**config.mk**
```make
export PLATFORM = sky130hd
export DESIGN_NAME = reel_click_position_controller_flat
export DESIGN_NICKNAME = d
export VERILOG_FILES = /design/src/rcpc_pkg.sv /design/src/rcpc_if.sv /design/src/rcpc_cfg.sv /design/src/rcpc_core.sv /design/src/reel_click_position_controller.sv /design/src/flat_wrapper.sv
export SDC_FILE = /design/constraint.sdc
export NUM_CORES = 1
export LEC_CHECK = 0
export BUFFER_PORTS_ARGS = -buffer_cell sky130_fd_sc_hd__buf_4
export CAP_MARGIN = 25
export CORE_ASPECT_RATIO = 1.4
export CORE_MARGIN = 5
export CORE_UTILIZATION = 65
export DETAILED_ROUTE_END_ITERATION = 16
export PLACE_DENSITY = 0.92
export SYNTH_ARGS = -nofsm -noshare
export SYNTH_HDL_FRONTEND = slang
export SYNTH_SLANG_ARGS = --single-unit
```
**constraint.sdc**
```tcl
create_clock -name clk -period 11.9 [get_ports clk]
set_input_delay 0.595 -clock clk [delete_from_list [all_inputs] [get_ports clk]]
set_output_delay 0.595 -clock clk [all_outputs]
set_load 0.05 [all_outputs]
```
**src/rcpc_pkg.sv**
```systemverilog
// Shared types, codes and constants of the reel click position controller.
`default_nettype none
package rcpc_pkg;

  localparam int DEPTH_BITS = 16;
  localparam int CMP_W      = (DEPTH_BITS > 16 ? DEPTH_BITS : 16) + 1;
  localparam int CFG_AW     = 5;

  localparam logic signed [DEPTH_BITS-1:0] DEPTH_HI = {1'b0, {(DEPTH_BITS-1){1'b1}}};
  localparam logic signed [DEPTH_BITS-1:0] DEPTH_LO = {1'b1, {(DEPTH_BITS-1){1'b0}}};
  localparam logic signed [DEPTH_BITS-1:0] DEPTH_ONE = DEPTH_BITS'(1);
  localparam logic signed [15:0] PULLUP_TARGET = -16'sd10;

  localparam logic [2:0] REG_NEUTRAL_DUTY  = 3'd0;
  localparam logic [2:0] REG_DOWN_DUTY     = 3'd1;
  localparam logic [2:0] REG_UP_DUTY       = 3'd2;
  localparam logic [2:0] REG_MAX_DEPTH     = 3'd3;
  localparam logic [2:0] REG_MIN_DEPTH     = 3'd4;
  localparam logic [2:0] REG_HOME_WINDOW   = 3'd5;
  localparam logic [2:0] REG_TIMEOUT_INNER = 3'd6;
  localparam logic [2:0] REG_TIMEOUT_OUTER = 3'd7;

  typedef enum logic [1:0] {
    OP_CLICK   = 2'd0,
    OP_LIMIT   = 2'd1,
    OP_PULL    = 2'd2,
    OP_CONTROL = 2'd3
  } opcode_t;

  typedef enum logic [1:0] {
    DIR_IDLE = 2'd0,
    DIR_DOWN = 2'd1,
    DIR_UP   = 2'd2
  } dir_t;

  typedef enum logic [1:0] {
    EV_NONE   = 2'd0,
    EV_HOMED  = 2'd1,
    EV_LIMIT  = 2'd2,
    EV_BOUNDS = 2'd3
  } event_t;

  typedef enum logic [2:0] {
    SC_DONE    = 3'd0,
    SC_DOWN    = 3'd1,
    SC_UP      = 3'd2,
    SC_TIMEOUT = 3'd3,
    SC_LIMIT   = 3'd4
  } step_code_t;

  typedef struct packed {
    logic [15:0]        neutral_duty;
    logic [15:0]        down_duty;
    logic [15:0]        up_duty;
    logic [14:0]        max_depth;
    logic signed [15:0] min_depth;
    logic [14:0]        home_window;
    logic [15:0]        timeout_inner;
    logic [15:0]        timeout_outer;
  } cfg_t;

  typedef struct packed {
    opcode_t            opcode;
    logic signed [15:0] target_depth;
    logic               limit_open;
    logic [15:0]        pulse_width;
  } item_t;

  typedef struct packed {
    step_code_t         step_code;
    logic [15:0]        motor_duty;
    logic [15:0]        actuator_duty;
    dir_t               reel_direction;
    event_t             event_code;
    logic               stopped;
    logic signed [15:0] depth_now;
    logic signed [15:0] saved_target;
    logic               reel_active;
  } result_t;

endpackage
`default_nettype wire

```
**src/rcpc_if.sv**
```systemverilog
// Input and result stream interfaces of the reel click position controller.
`default_nettype none
interface rcpc_in_if;
  logic               valid;
  logic               ready;
  logic [1:0]         opcode;
  logic signed [15:0] target_depth;
  logic               limit_open;
  logic [15:0]        pulse_width;

  modport source (output valid, opcode, target_depth, limit_open, pulse_width, input ready);
  modport sink   (input valid, opcode, target_depth, limit_open, pulse_width, output ready);
endinterface

interface rcpc_out_if;
  logic               valid;
  logic               ready;
  logic [2:0]         step_code;
  logic [15:0]        motor_duty;
  logic [15:0]        actuator_duty;
  logic [1:0]         reel_direction;
  logic [1:0]         event_code;
  logic               stopped;
  logic signed [15:0] depth_now;
  logic signed [15:0] saved_target;
  logic               reel_active;

  modport source (output valid, step_code, motor_duty, actuator_duty, reel_direction,
                  event_code, stopped, depth_now, saved_target, reel_active,
                  input ready);
  modport sink   (input valid, step_code, motor_duty, actuator_duty, reel_direction,
                  event_code, stopped, depth_now, saved_target, reel_active,
                  output ready);
endinterface
`default_nettype wire

```
**src/rcpc_cfg.sv**
```systemverilog
// APB-style configuration register file.
`default_nettype none
module rcpc_cfg (
  input  wire logic                          clk,
  input  wire logic                          rst_n,
  input  wire logic                          cfg_psel,
  input  wire logic                          cfg_penable,
  input  wire logic                          cfg_pwrite,
  input  wire logic [rcpc_pkg::CFG_AW-1:0]   cfg_paddr,
  input  wire logic [31:0]                   cfg_pwdata,
  output logic      [31:0]                   cfg_prdata,
  output logic                               cfg_pready,
  output rcpc_pkg::cfg_t                     cfg
);

  rcpc_pkg::cfg_t cfg_r;
  logic [2:0]     idx;
  logic           wr_en;

  assign idx        = cfg_paddr[rcpc_pkg::CFG_AW-1:2];
  assign cfg_pready = 1'b1;
  assign wr_en      = cfg_psel & cfg_penable & cfg_pwrite;
  assign cfg        = cfg_r;

  always_ff @(posedge clk) begin
    if (!rst_n) begin
      cfg_r.neutral_duty  <= 16'd3000;
      cfg_r.down_duty     <= 16'd2000;
      cfg_r.up_duty       <= 16'd4000;
      cfg_r.max_depth     <= 15'd1000;
      cfg_r.min_depth     <= 16'sd0;
      cfg_r.home_window   <= 15'd10;
      cfg_r.timeout_inner <= 16'd1000;
      cfg_r.timeout_outer <= 16'd100;
    end else if (wr_en) begin
      case (idx)
        rcpc_pkg::REG_NEUTRAL_DUTY:  cfg_r.neutral_duty  <= cfg_pwdata[15:0];
        rcpc_pkg::REG_DOWN_DUTY:     cfg_r.down_duty     <= cfg_pwdata[15:0];
        rcpc_pkg::REG_UP_DUTY:       cfg_r.up_duty       <= cfg_pwdata[15:0];
        rcpc_pkg::REG_MAX_DEPTH:     cfg_r.max_depth     <= cfg_pwdata[14:0];
        rcpc_pkg::REG_MIN_DEPTH:     cfg_r.min_depth     <= cfg_pwdata[15:0];
        rcpc_pkg::REG_HOME_WINDOW:   cfg_r.home_window   <= cfg_pwdata[14:0];
        rcpc_pkg::REG_TIMEOUT_INNER: cfg_r.timeout_inner <= cfg_pwdata[15:0];
        rcpc_pkg::REG_TIMEOUT_OUTER: cfg_r.timeout_outer <= cfg_pwdata[15:0];
        default: ;
      endcase
    end
  end

  always_comb begin
    case (idx)
      rcpc_pkg::REG_NEUTRAL_DUTY:  cfg_prdata = 32'(cfg_r.neutral_duty);
      rcpc_pkg::REG_DOWN_DUTY:     cfg_prdata = 32'(cfg_r.down_duty);
      rcpc_pkg::REG_UP_DUTY:       cfg_prdata = 32'(cfg_r.up_duty);
      rcpc_pkg::REG_MAX_DEPTH:     cfg_prdata = 32'(cfg_r.max_depth);
      rcpc_pkg::REG_MIN_DEPTH:     cfg_prdata = 32'(unsigned'(cfg_r.min_depth));
      rcpc_pkg::REG_HOME_WINDOW:   cfg_prdata = 32'(cfg_r.home_window);
      rcpc_pkg::REG_TIMEOUT_INNER: cfg_prdata = 32'(cfg_r.timeout_inner);
      rcpc_pkg::REG_TIMEOUT_OUTER: cfg_prdata = 32'(cfg_r.timeout_outer);
      default:                     cfg_prdata = 32'd0;
    endcase
  end

endmodule
`default_nettype wire

```
**src/rcpc_core.sv**
```systemverilog
// Controller state and the single-pass event update logic.
`default_nettype none
module rcpc_core (
  input  wire logic             clk,
  input  wire logic             rst_n,
  input  wire logic             step,
  input  wire rcpc_pkg::item_t  item,
  input  wire rcpc_pkg::cfg_t   cfg,
  output rcpc_pkg::result_t     res
);

  localparam int DW = rcpc_pkg::DEPTH_BITS;
  localparam int CW = rcpc_pkg::CMP_W;

  logic signed [DW-1:0] depth_r, depth_nxt, depth_clk;
  rcpc_pkg::dir_t       dir_r, dir_nxt;
  rcpc_pkg::event_t     fault_r, fault_nxt;
  logic                 run_r, run_nxt;
  logic                 pull_r, pull_nxt;
  logic                 stop_r, stop_nxt;
  logic signed [15:0]   set_r, set_nxt;
  logic [15:0]          inner_r, inner_nxt, inner_inc;
  logic [15:0]          outer_r, outer_nxt;
  logic [15:0]          motor_r, motor_nxt;
  logic [15:0]          act_r, act_nxt;
  rcpc_pkg::step_code_t code;

  logic signed [CW-1:0] clk_x, cur_x, max_x, min_x, home_x, tgt_x;

  always_comb begin
    depth_clk = depth_r;
    if (run_r && dir_r == rcpc_pkg::DIR_UP && depth_r < rcpc_pkg::DEPTH_HI) begin
      depth_clk = depth_r + rcpc_pkg::DEPTH_ONE;
    end
    if (run_r && dir_r == rcpc_pkg::DIR_DOWN && depth_r > rcpc_pkg::DEPTH_LO) begin
      depth_clk = depth_r - rcpc_pkg::DEPTH_ONE;
    end
    clk_x     = CW'($signed(depth_clk));
    cur_x     = CW'($signed(depth_r));
    max_x     = CW'(cfg.max_depth);
    home_x    = CW'(cfg.home_window);
    min_x     = CW'($signed(cfg.min_depth));
    tgt_x     = CW'($signed(item.target_depth));
    inner_inc = inner_r + 16'd1;
  end

  always_comb begin
    depth_nxt = depth_r;
    dir_nxt   = dir_r;
    fault_nxt = fault_r;
    run_nxt   = run_r;
    pull_nxt  = pull_r;
    stop_nxt  = stop_r;
    set_nxt   = set_r;
    inner_nxt = inner_r;
    outer_nxt = outer_r;
    motor_nxt = motor_r;
    act_nxt   = act_r;
    code      = rcpc_pkg::SC_DONE;
    case (item.opcode)
      rcpc_pkg::OP_CLICK: begin
        depth_nxt = depth_clk;
        if (clk_x > max_x) begin
          stop_nxt  = 1'b1;
          run_nxt   = 1'b0;
          fault_nxt = rcpc_pkg::EV_BOUNDS;
        end
        if (clk_x < min_x) begin
          depth_nxt = '0;
        end
        inner_nxt = '0;
        outer_nxt = '0;
      end
      rcpc_pkg::OP_LIMIT: begin
        run_nxt = 1'b0;
        if (dir_r != rcpc_pkg::DIR_IDLE && run_r && cur_x < home_x) begin
          depth_nxt = '0;
          dir_nxt   = rcpc_pkg::DIR_IDLE;
          fault_nxt = pull_r ? rcpc_pkg::EV_NONE : rcpc_pkg::EV_HOMED;
        end else begin
          fault_nxt = rcpc_pkg::EV_LIMIT;
        end
        stop_nxt = 1'b1;
      end
      rcpc_pkg::OP_PULL: begin
        if (item.pulse_width < cfg.neutral_duty) begin
          set_nxt   = rcpc_pkg::PULLUP_TARGET;
          run_nxt   = 1'b1;
          dir_nxt   = rcpc_pkg::DIR_DOWN;
          stop_nxt  = 1'b0;
          pull_nxt  = 1'b1;
          inner_nxt = '0;
          outer_nxt = '0;
        end else if (pull_r) begin
          run_nxt   = 1'b0;
          fault_nxt = rcpc_pkg::EV_NONE;
          set_nxt   = 16'(depth_r);
          stop_nxt  = 1'b1;
          pull_nxt  = 1'b0;
        end
      end
      rcpc_pkg::OP_CONTROL: begin
        // two-level timeout: inner wraps into outer
        inner_nxt = inner_inc;
        if (inner_inc > cfg.timeout_inner) begin
          inner_nxt = '0;
          outer_nxt = outer_r + 16'd1;
        end
        if (outer_nxt > cfg.timeout_outer) begin
          stop_nxt = 1'b1;
          code     = rcpc_pkg::SC_TIMEOUT;
        end else if (cur_x != tgt_x && item.limit_open) begin
          if (cur_x > tgt_x) begin
            dir_nxt   = rcpc_pkg::DIR_DOWN;
            motor_nxt = cfg.down_duty;
            code      = rcpc_pkg::SC_DOWN;
          end else begin
            dir_nxt   = rcpc_pkg::DIR_UP;
            motor_nxt = cfg.up_duty;
            code      = rcpc_pkg::SC_UP;
          end
        end else begin
          dir_nxt   = rcpc_pkg::DIR_IDLE;
          run_nxt   = 1'b0;
          act_nxt   = cfg.neutral_duty;
          motor_nxt = cfg.neutral_duty;
          stop_nxt  = 1'b1;
          if (item.limit_open) begin
            code = rcpc_pkg::SC_DONE;
          end else begin
            fault_nxt = rcpc_pkg::EV_LIMIT;
            code      = rcpc_pkg::SC_LIMIT;
          end
        end
      end
      default: ;
    endcase

    res.step_code      = code;
    res.motor_duty     = motor_nxt;
    res.actuator_duty  = act_nxt;
    res.reel_direction = dir_nxt;
    res.event_code     = fault_nxt;
    res.stopped        = stop_nxt;
    res.depth_now      = 16'(depth_nxt);
    res.saved_target   = set_nxt;
    res.reel_active    = run_nxt;
  end

  always_ff @(posedge clk) begin
    if (!rst_n) begin
      depth_r <= '0;
      dir_r   <= rcpc_pkg::DIR_IDLE;
      fault_r <= rcpc_pkg::EV_NONE;
      run_r   <= 1'b0;
      pull_r  <= 1'b0;
      stop_r  <= 1'b1;
      set_r   <= '0;
      inner_r <= '0;
      outer_r <= '0;
      motor_r <= '0;
      act_r   <= '0;
    end else if (step) begin
      depth_r <= depth_nxt;
      dir_r   <= dir_nxt;
      fault_r <= fault_nxt;
      run_r   <= run_nxt;
      pull_r  <= pull_nxt;
      stop_r  <= stop_nxt;
      set_r   <= set_nxt;
      inner_r <= inner_nxt;
      outer_r <= outer_nxt;
      motor_r <= motor_nxt;
      act_r   <= act_nxt;
    end
  end

endmodule
`default_nettype wire

```
**src/reel_click_position_controller.sv**
```systemverilog
// Top level of the reel click position controller: stream registers and instances.
`default_nettype none
// Event-driven winch reel position controller. Each input beat carries one
// event chosen by opcode (click pulse, limit-switch edge, pull command width,
// control step) and produces exactly one result beat holding the control step
// code and a snapshot of the controller state after the event. Throughput is
// one beat per clock while the result side does not stall. A result is
// offered once its input beat has passed the input register, which captures
// the beat, and then the result register, which captures the single pass of
// compare/update logic. The input side keeps accepting while a result
// waits, as long as the result register is free or drained in the same
// cycle. Configuration registers sit on an
// APB-style port (byte addresses 0x00..0x1C, pready always high) and are to
// be written only while no beat is in flight. There is no clearing pass:
// the block is ready out of reset.
module reel_click_position_controller (
  input  wire logic                         clk,
  input  wire logic                         rst_n,
  rcpc_in_if.sink                           in_if,
  rcpc_out_if.source                        out_if,
  input  wire logic                         cfg_psel,
  input  wire logic                         cfg_penable,
  input  wire logic                         cfg_pwrite,
  input  wire logic [rcpc_pkg::CFG_AW-1:0]  cfg_paddr,
  input  wire logic [31:0]                  cfg_pwdata,
  output logic      [31:0]                  cfg_prdata,
  output logic                              cfg_pready
);

  rcpc_pkg::cfg_t    cfg;
  rcpc_pkg::item_t   item_r;
  rcpc_pkg::result_t res, res_r;
  logic              in_v_r;
  logic              out_v_r;
  logic              advance;   // input register moves into the result register
  logic              in_take;

  // Input stage advances when the result slot is empty or being drained.
  assign advance     = in_v_r & (~out_v_r | out_if.ready);
  assign in_if.ready = ~in_v_r | advance;
  assign in_take     = in_if.valid & in_if.ready;

  always_ff @(posedge clk) begin
    if (!rst_n) begin
      in_v_r <= 1'b0;
    end else if (in_if.ready) begin
      in_v_r <= in_if.valid;
    end
  end

  // payload needs no reset
  always_ff @(posedge clk) begin
    if (in_take) begin
      item_r.opcode       <= rcpc_pkg::opcode_t'(in_if.opcode);
      item_r.target_depth <= in_if.target_depth;
      item_r.limit_open   <= in_if.limit_open;
      item_r.pulse_width  <= in_if.pulse_width;
    end
  end

  rcpc_cfg u_cfg (
    .clk         (clk),
    .rst_n       (rst_n),
    .cfg_psel    (cfg_psel),
    .cfg_penable (cfg_penable),
    .cfg_pwrite  (cfg_pwrite),
    .cfg_paddr   (cfg_paddr),
    .cfg_pwdata  (cfg_pwdata),
    .cfg_prdata  (cfg_prdata),
    .cfg_pready  (cfg_pready),
    .cfg         (cfg)
  );

  // State commits on the same edge the result beat is captured.
  rcpc_core u_core (
    .clk   (clk),
    .rst_n (rst_n),
    .step  (advance),
    .item  (item_r),
    .cfg   (cfg),
    .res   (res)
  );

  always_ff @(posedge clk) begin
    if (!rst_n) begin
      out_v_r <= 1'b0;
    end else if (advance) begin
      out_v_r <= 1'b1;
    end else if (out_if.ready) begin
      out_v_r <= 1'b0;
    end
  end

  always_ff @(posedge clk) begin
    if (advance) begin
      res_r <= res;
    end
  end

  assign out_if.valid          = out_v_r;
  assign out_if.step_code      = res_r.step_code;
  assign out_if.motor_duty     = res_r.motor_duty;
  assign out_if.actuator_duty  = res_r.actuator_duty;
  assign out_if.reel_direction = res_r.reel_direction;
  assign out_if.event_code     = res_r.event_code;
  assign out_if.stopped        = res_r.stopped;
  assign out_if.depth_now      = res_r.depth_now;
  assign out_if.saved_target   = res_r.saved_target;
  assign out_if.reel_active    = res_r.reel_active;

endmodule
`default_nettype wire
```
**src/flat_wrapper.sv**
```systemverilog
// flat-port wrapper written by rule: the top's interface ports become plain ports
module reel_click_position_controller_flat 
  (clk, rst_n, cfg_psel, cfg_penable, cfg_pwrite, cfg_paddr, cfg_pwdata, cfg_prdata, cfg_pready, in_if_valid, in_if_opcode, in_if_target_depth, in_if_limit_open, in_if_pulse_width, in_if_ready, out_if_valid, out_if_step_code, out_if_motor_duty, out_if_actuator_duty, out_if_reel_direction, out_if_event_code, out_if_stopped, out_if_depth_now, out_if_saved_target, out_if_reel_active, out_if_ready);
  rcpc_in_if in_if_i ();
  rcpc_out_if out_if_i ();
  input  wire logic clk;
  input  wire logic rst_n;
  input  wire logic cfg_psel;
  input  wire logic cfg_penable;
  input  wire logic cfg_pwrite;
  input  wire logic [rcpc_pkg::CFG_AW-1:0] cfg_paddr;
  input  wire logic [31:0] cfg_pwdata;
  output logic      [31:0] cfg_prdata;
  output logic cfg_pready;
  input wire logic [$bits(in_if_i.valid)-1:0] in_if_valid;
  input wire logic [$bits(in_if_i.opcode)-1:0] in_if_opcode;
  input wire logic [$bits(in_if_i.target_depth)-1:0] in_if_target_depth;
  input wire logic [$bits(in_if_i.limit_open)-1:0] in_if_limit_open;
  input wire logic [$bits(in_if_i.pulse_width)-1:0] in_if_pulse_width;
  output wire logic [$bits(in_if_i.ready)-1:0] in_if_ready;
  output wire logic [$bits(out_if_i.valid)-1:0] out_if_valid;
  output wire logic [$bits(out_if_i.step_code)-1:0] out_if_step_code;
  output wire logic [$bits(out_if_i.motor_duty)-1:0] out_if_motor_duty;
  output wire logic [$bits(out_if_i.actuator_duty)-1:0] out_if_actuator_duty;
  output wire logic [$bits(out_if_i.reel_direction)-1:0] out_if_reel_direction;
  output wire logic [$bits(out_if_i.event_code)-1:0] out_if_event_code;
  output wire logic [$bits(out_if_i.stopped)-1:0] out_if_stopped;
  output wire logic [$bits(out_if_i.depth_now)-1:0] out_if_depth_now;
  output wire logic [$bits(out_if_i.saved_target)-1:0] out_if_saved_target;
  output wire logic [$bits(out_if_i.reel_active)-1:0] out_if_reel_active;
  input wire logic [$bits(out_if_i.ready)-1:0] out_if_ready;
  assign in_if_i.valid = in_if_valid;
  assign in_if_i.opcode = in_if_opcode;
  assign in_if_i.target_depth = in_if_target_depth;
  assign in_if_i.limit_open = in_if_limit_open;
  assign in_if_i.pulse_width = in_if_pulse_width;
  assign in_if_ready = in_if_i.ready;
  assign out_if_valid = out_if_i.valid;
  assign out_if_step_code = out_if_i.step_code;
  assign out_if_motor_duty = out_if_i.motor_duty;
  assign out_if_actuator_duty = out_if_i.actuator_duty;
  assign out_if_reel_direction = out_if_i.reel_direction;
  assign out_if_event_code = out_if_i.event_code;
  assign out_if_stopped = out_if_i.stopped;
  assign out_if_depth_now = out_if_i.depth_now;
  assign out_if_saved_target = out_if_i.saved_target;
  assign out_if_reel_active = out_if_i.reel_active;
  assign out_if_i.ready = out_if_ready;
  reel_click_position_controller u_core (.clk(clk), .rst_n(rst_n), .in_if(in_if_i), .out_if(out_if_i), .cfg_psel(cfg_psel), .cfg_penable(cfg_penable), .cfg_pwrite(cfg_pwrite), .cfg_paddr(cfg_paddr), .cfg_pwdata(cfg_pwdata), .cfg_prdata(cfg_prdata), .cfg_pready(cfg_pready));
endmodule
```
# Word level (Yosys, flattened, before mapping)
# Index checks and enable logic that the tools add are counted.
[classes]
n_reduce_logical = 23
n_lt_le_gt_ge = 9
addsub = 4
n_bitwise = 9
eq_ne = 14
muxes = 56
[ops]
columns = ["operator", "count"]
rows = [
  ["two-way mux 16 bit", 18],
  ["one-hot mux 32 bit (8 select lines)", 1],
  ["one-hot mux 16 bit (3 select lines)", 2],
  ["> comparator 16 bit", 4],
  ["less-than comparator 16 bit", 3],
  ["adder 16 x 1 -> 16 bit (second input constant)", 2],
  ["one-hot mux 16 bit (2 select lines)", 1],
  ["two-way mux 2 bit", 14],
  ["AND reduction 2 bit", 9],
  ["adder 16 x 2 -> 16 bit (second input constant)", 1],
  ["> comparator 16 bit (second input constant)", 1],
  ["less-than comparator 16 bit (second input constant)", 1],
  ["!= test 16 bit", 1],
  ["subtractor 16 x 2 -> 16 bit (second input constant)", 1],
  ["two-way mux 1 bit", 14],
  ["equality test 3 bit (second input constant)", 4],
  ["one-hot mux 1 bit (4 select lines)", 2],
  ["one-hot mux 2 bit (4 select lines)", 1],
  ["logical AND 1 bit", 7],
  ["equality test 2 bit (second input constant)", 3],
  ["equality test 3 x 2 -> 1 bit (second input constant)", 2],
  ["two-way mux 3 bit", 2],
  ["one-hot mux 2 bit (3 select lines)", 1],
  ["bitwise AND 1 bit", 4],
  ["11 further kinds", 16],
]
[totals]
input_bits = 79
regBits = 339
output_inout_bits = 108
word_cells = 150

# Longest topological paths before layout
[logic_depth]
word_depth = 8
mapped_depth = 27
depth_no_buf = 23

# By module
# From an unflattened synthesis, not the netlist that was laid out.
[unflattened]
hier_cells = 2160
hier_area_um2 = 19064.5
[by_module_without_submodules]
columns = ["mod", "instances", "cells_per_inst", "area_per_inst_um2"]
rows = [
  ["rcpc_core", 1, 1285, 9651.8],
  ["rcpc_cfg", 1, 758, 6065.8],
  ["reel_click_position_controller", 1, 117, 3347.0],
]

# Worst setup path after synthesis
# Ideal clock, no wire load.
[synth_path]
kind = "register -> register"
startpoint = "register u_core.u_core.inner_r[2]"
endpoint = "register u_core.res_r (netlist bit u_core.out_if.actuator_duty[0]) (data pin)"
setup_ns = 0.260
t_required_ns = 11.640
period_less_slack_ns = 6.575
slack_ns = 5.325
n_path_buf = 3
arrival_ns = 6.316
stages_incl_launch_ff = 26
path_cell_list = "dfxtp_1 nand3_1 nor4_1 nand3_1 nor2_1 and3_1 xor2_1 ha_1 nand4_1 or2_2 nor2_1 o21ai_1 a31oi_1 clkbuf_1 clkbuf_1 nand3_1 xnor2_1 ha_1 a21oi_1 o21ai_0 nor4b_1 o41ai_1 nand2_1 nor2_1 clkbuf_1 mux2_2"
[synth_rtl]
columns = ["element", "line_no", "text"]
rows = [
  ["start: declaration", "rcpc_core.sv:22", "logic [15:0] inner_r, inner_nxt, inner_inc;"],
  ["start signal: assignment", "rcpc_core.sv:171", "inner_r <= inner_nxt;"],
  ["end signal: assignment", "reel_click_position_controller.sv:96", "res_r <= res;"],
  ["end: declaration", "reel_click_position_controller.sv:32", "rcpc_pkg::result_t res, res_r;"],
]

==> impl_metrics.env <==
export IMPL_critPathLaunchType="flip-flop"
export IMPL_synth_cell_area_um2=18700
export IMPL_reg2reg_slack_ns=4.82
export IMPL_tightestPinTransition_ns=1.02
export IMPL_synth_ff_latch_count=339
export IMPL_synth_lib_cells_used_distinct=81
export IMPL_yosys_warnings=0
export IMPL_synth_top_area_share=0.247
export IMPL_port_buffers=151
export IMPL_n_fill_cell=1968
export IMPL_totalPowerFinal_mw=2.64
export IMPL_fin_worst_skew_ns=0.0289
export IMPL_post_route_cells_drive_above_1_share=0.135
export IMPL_p_leak_nw=8.40
export IMPL_die_height_um=211
export IMPL_synth_top_flop_cell="dfxtp_1"
export IMPL_netlist_top_cell_by_area="dfxtp_1"
export IMPL_worst_slew_margin_rel=0.314
export IMPL_antenna_cells_inserted=0
export IMPL_gp_congestion=1.03
export IMPL_gr_usage_all_layers=0.357
export IMPL_post_synth_inst_count=2160
export IMPL_wire_per_inst_um=23.0
export IMPL_grt_first_pass_wirelength_mm=92.1
export IMPL_cp_end_kind="flip-flop"
export IMPL_ir_drop_mv=0.0912
export IMPL_place_area_um2=19900
export IMPL_placedCellCount=2566
export IMPL_layout_core_utilization=0.743
export IMPL_final_setup_viol_count=0
export IMPL_outcome="complete, no violations"
export IMPL_vias_in_the_first_global_route=16800
export IMPL_postCtsResizedCells=0
export IMPL_hold_viol_final=0
export IMPL_total_i_o_pin_count=187
export IMPL_start_util=0.658
export IMPL_cp_data_arrival_time_ns=7.37
export IMPL_cap_violations=0
export IMPL_area_growth_from_synthesis_to_final_layout_pct=12.9
export IMPL_postRouteAntennaNets=0
export IMPL_detail_routed_via_count_per_cell=6.71
export IMPL_grt_max_degree=96
export IMPL_clockBufferDepth=3
export IMPL_grt_setup_unrepaired="no"
export IMPL_max_freq_ghz=0.141
export IMPL_hold_path_class="primary input to flip-flop"
export IMPL_rows=73
export IMPL_cts_sinks=339
export IMPL_route_vias_total=17700
export IMPL_clock_insertion_delay_worst_skew_ns=0.55
export IMPL_setup_tns_ns=0
export IMPL_synth_seq_area_share=0.421
export IMPL_layout_worst_path_cycle_share=0.595
export IMPL_number_of_search_and_repair_iterations_in_the_first_detailed_routing_pass=6
export IMPL_cts_max_level=2
export IMPL_drt_drc_violations_left=0
export IMPL_full_die_area_um2=32300
export IMPL_criticalPathCategory="flip-flop to flip-flop"
export IMPL_power_density_nw_per_um2=125
export IMPL_worst_endpoint_required_ns=12.19
export IMPL_cts_post_setup_buffers_inserted=0
export IMPL_chipWidth_um=153
export IMPL_largest_register_ffs=126
export IMPL_cts_tree="built"
export IMPL_async_flop_share=0
export IMPL_synth_enable_flop_cells=108
export IMPL_grt_ovfl_total=0
export IMPL_timing_max_transition_violations_final=0
export IMPL_final_design_area_no_fill_um2=21100
export IMPL_final_cell_count_no_fill=2634
export IMPL_grt_antenna_before_repair=0
export IMPL_cts_buffers=35
export IMPL_ctsHoldBuffers=0
export IMPL_totalWireLength_mm=60.6
export IMPL_drt_iter0_drc=2202
export IMPL_design_core_area_um2=28400
export IMPL_synthTopCellsByArea="dfxtp_1 25%, edfxtp_1 17%, ha_1 7.4%"
export IMPL_design_final_nets=2422
export IMPL_clock_root_buffer="clkbuf_16"
export IMPL_place_detailed_hpwl_mm=42.5
export IMPL_crit_path_max_fanout=37
export IMPL_period_minus_slack_ns=7.08
export IMPL_synth_area_per_cell_um2=8.66
export IMPL_clk_pin_slew_worst_paths_ns=0.06
==> cells in the final DEF (no fill, tap or decap), drive strengths merged, types with 8 or more instances in the layout <==
master / netlist / layout
nand2: 349 / 349
dfxtp: 231 / 231
buf: 34 / 182
a21oi: 171 / 171
inv: 140 / 140
nor2: 118 / 118
ha: 111 / 111
edfxtp: 108 / 108
o21ai: 108 / 108
nand3: 93 / 93
a31oi: 54 / 54
clkbuf: 128 / 48
nor3: 42 / 42
o211ai: 39 / 39
a22o: 36 / 36
nand4: 30 / 30
xor2: 24 / 24
mux2i: 24 / 24
or3: 21 / 21
a32o: 20 / 20
xnor2: 19 / 19
mux2: 19 / 19
conb: 2 / 17
a21o: 16 / 16
and3: 15 / 15
mux4: 14 / 14
o21a: 13 / 13
o22ai: 12 / 12
or2: 12 / 12
clkinv: 1 / 12
or4: 11 / 11
nand2b: 9 / 9
and2: 9 / 9
nor2b: 8 / 8
a221oi: 8 / 8
o31ai: 8 / 8
==> path summary, 6_finish.rpt <==
check                                              start                         endpoint  cells after the start
worst max-delay path            u_core.u_core.inner_r[2]  u_core.out_if.actuator_duty[13]                     25
worst min-delay path                     in_if_opcode[1]                u_core.item_r[34]                      1
worst min register to register      u_core.u_cfg.cfg[38]             u_core.u_cfg.cfg[38]                      2
worst max register to register  u_core.u_core.inner_r[2]  u_core.out_if.actuator_duty[13]                     25
==> cell families after synthesis <==
| family | Yosys count | share of synthesized area |
|---|---|---|
| AO/OA/AOI/OAI | 556 | 0.194 |
| multiplexers | 57 | 0.0415 |
| adder cells (fa/ha/maj) | 111 | 0.0743 |
| flip-flops | 339 | 0.421 |
| XOR/XNOR | 43 | 0.0201 |
| AND/OR/NAND/NOR | 749 | 0.183 |
| buffers and inverters | 303 | 0.0661 |
| other | 2 | 0.000402 |
==> routing by layer <==
layer	wire (um)	part of all wire	global-route usage	vias up
li1	-	-	-	7883
met1	20200	0.33	0.409	8180
met2	28100	0.46	0.592	1260
met3	6740	0.11	0.0801	357
met4	5540	0.091	0.254	0
met5	0	0	0	-
==> cell usage after synthesis (all sizes together), types with 5 or more instances <==
cell type and instances:
o21ai 108, nand4 30, mux2i 24, a211oi 7, nand3 93, or3 21
a221oi 8, o31ai 8, inv 140, a31oi 54, a22o 36, nor3 42
a21oi 171, nor4 7, and2 9, clkbuf 128, o22ai 12, xor2 24
buf 34, edfxtp 108, and4 6, nand4b 5, nand2b 9, a21o 16
mux2 19, o211ai 39, or4 11, and3 15, ha 111, nor2 118
dfxtp 231, nor4b 5, a211o 7, xnor2 19, nand2 349, mux4 14
a22oi 7, a32o 20, nor2b 8, or2 12, o21a 13
==> where the power goes <==
part	total [mW]	internal (mW)	switching [mW]
Combinational	0.306	0.0881	0.218
Clock	1.09	0.624	0.470
Sequential	1.24	1.22	0.0180
==> critical path: stages (launching register included) <==
cell	delay [ns]
dfxtp_1	0.41
nand3_1	0.23
nor4_1	0.71
nand3_1	0.28
nor2_1	0.31
and3_1	0.27
xor2_1	0.08
ha_1	0.34
nand4_1	0.10
or2_2	0.31
nor2_1	0.15
o21ai_1	0.20
a31o_2	0.46
nor3_1	0.29
xor2_1	0.17
ha_1	0.26
a21oi_1	0.13
o21ai_0	0.08
nor4b_1	0.16
o41ai_2	0.28
buf_4	0.28
nand2_1	0.09
buf_4	0.27
nor2_1	0.31
buf_4	0.29
mux2_2	0.36
==> stage by stage <==
step | worst slack (ns) | hold slack (ns)
2_1_floorplan | 5.32 | 0.433
3_3_place_gp | 5.10 | 0.441
3_5_place_dp | 5.03 | 0.446
4_1_cts | 4.96 | 0.217
5_1_grt | 4.44 | 0.223
6_report | 4.82 | 0.225
==> cell type report <==
cell class                 count  area, um2  share of cell area
timing repair buffer         182       1420              0.0672
clock buffer                  48        976              0.0462
tap                          375        469              0.0222
clock inverter                16        156             0.00741
sequential                   339       7870               0.373
inverter                     141        532              0.0252
multi-input combinational   1533       9690               0.459
(Power assumes the default switching activity.)
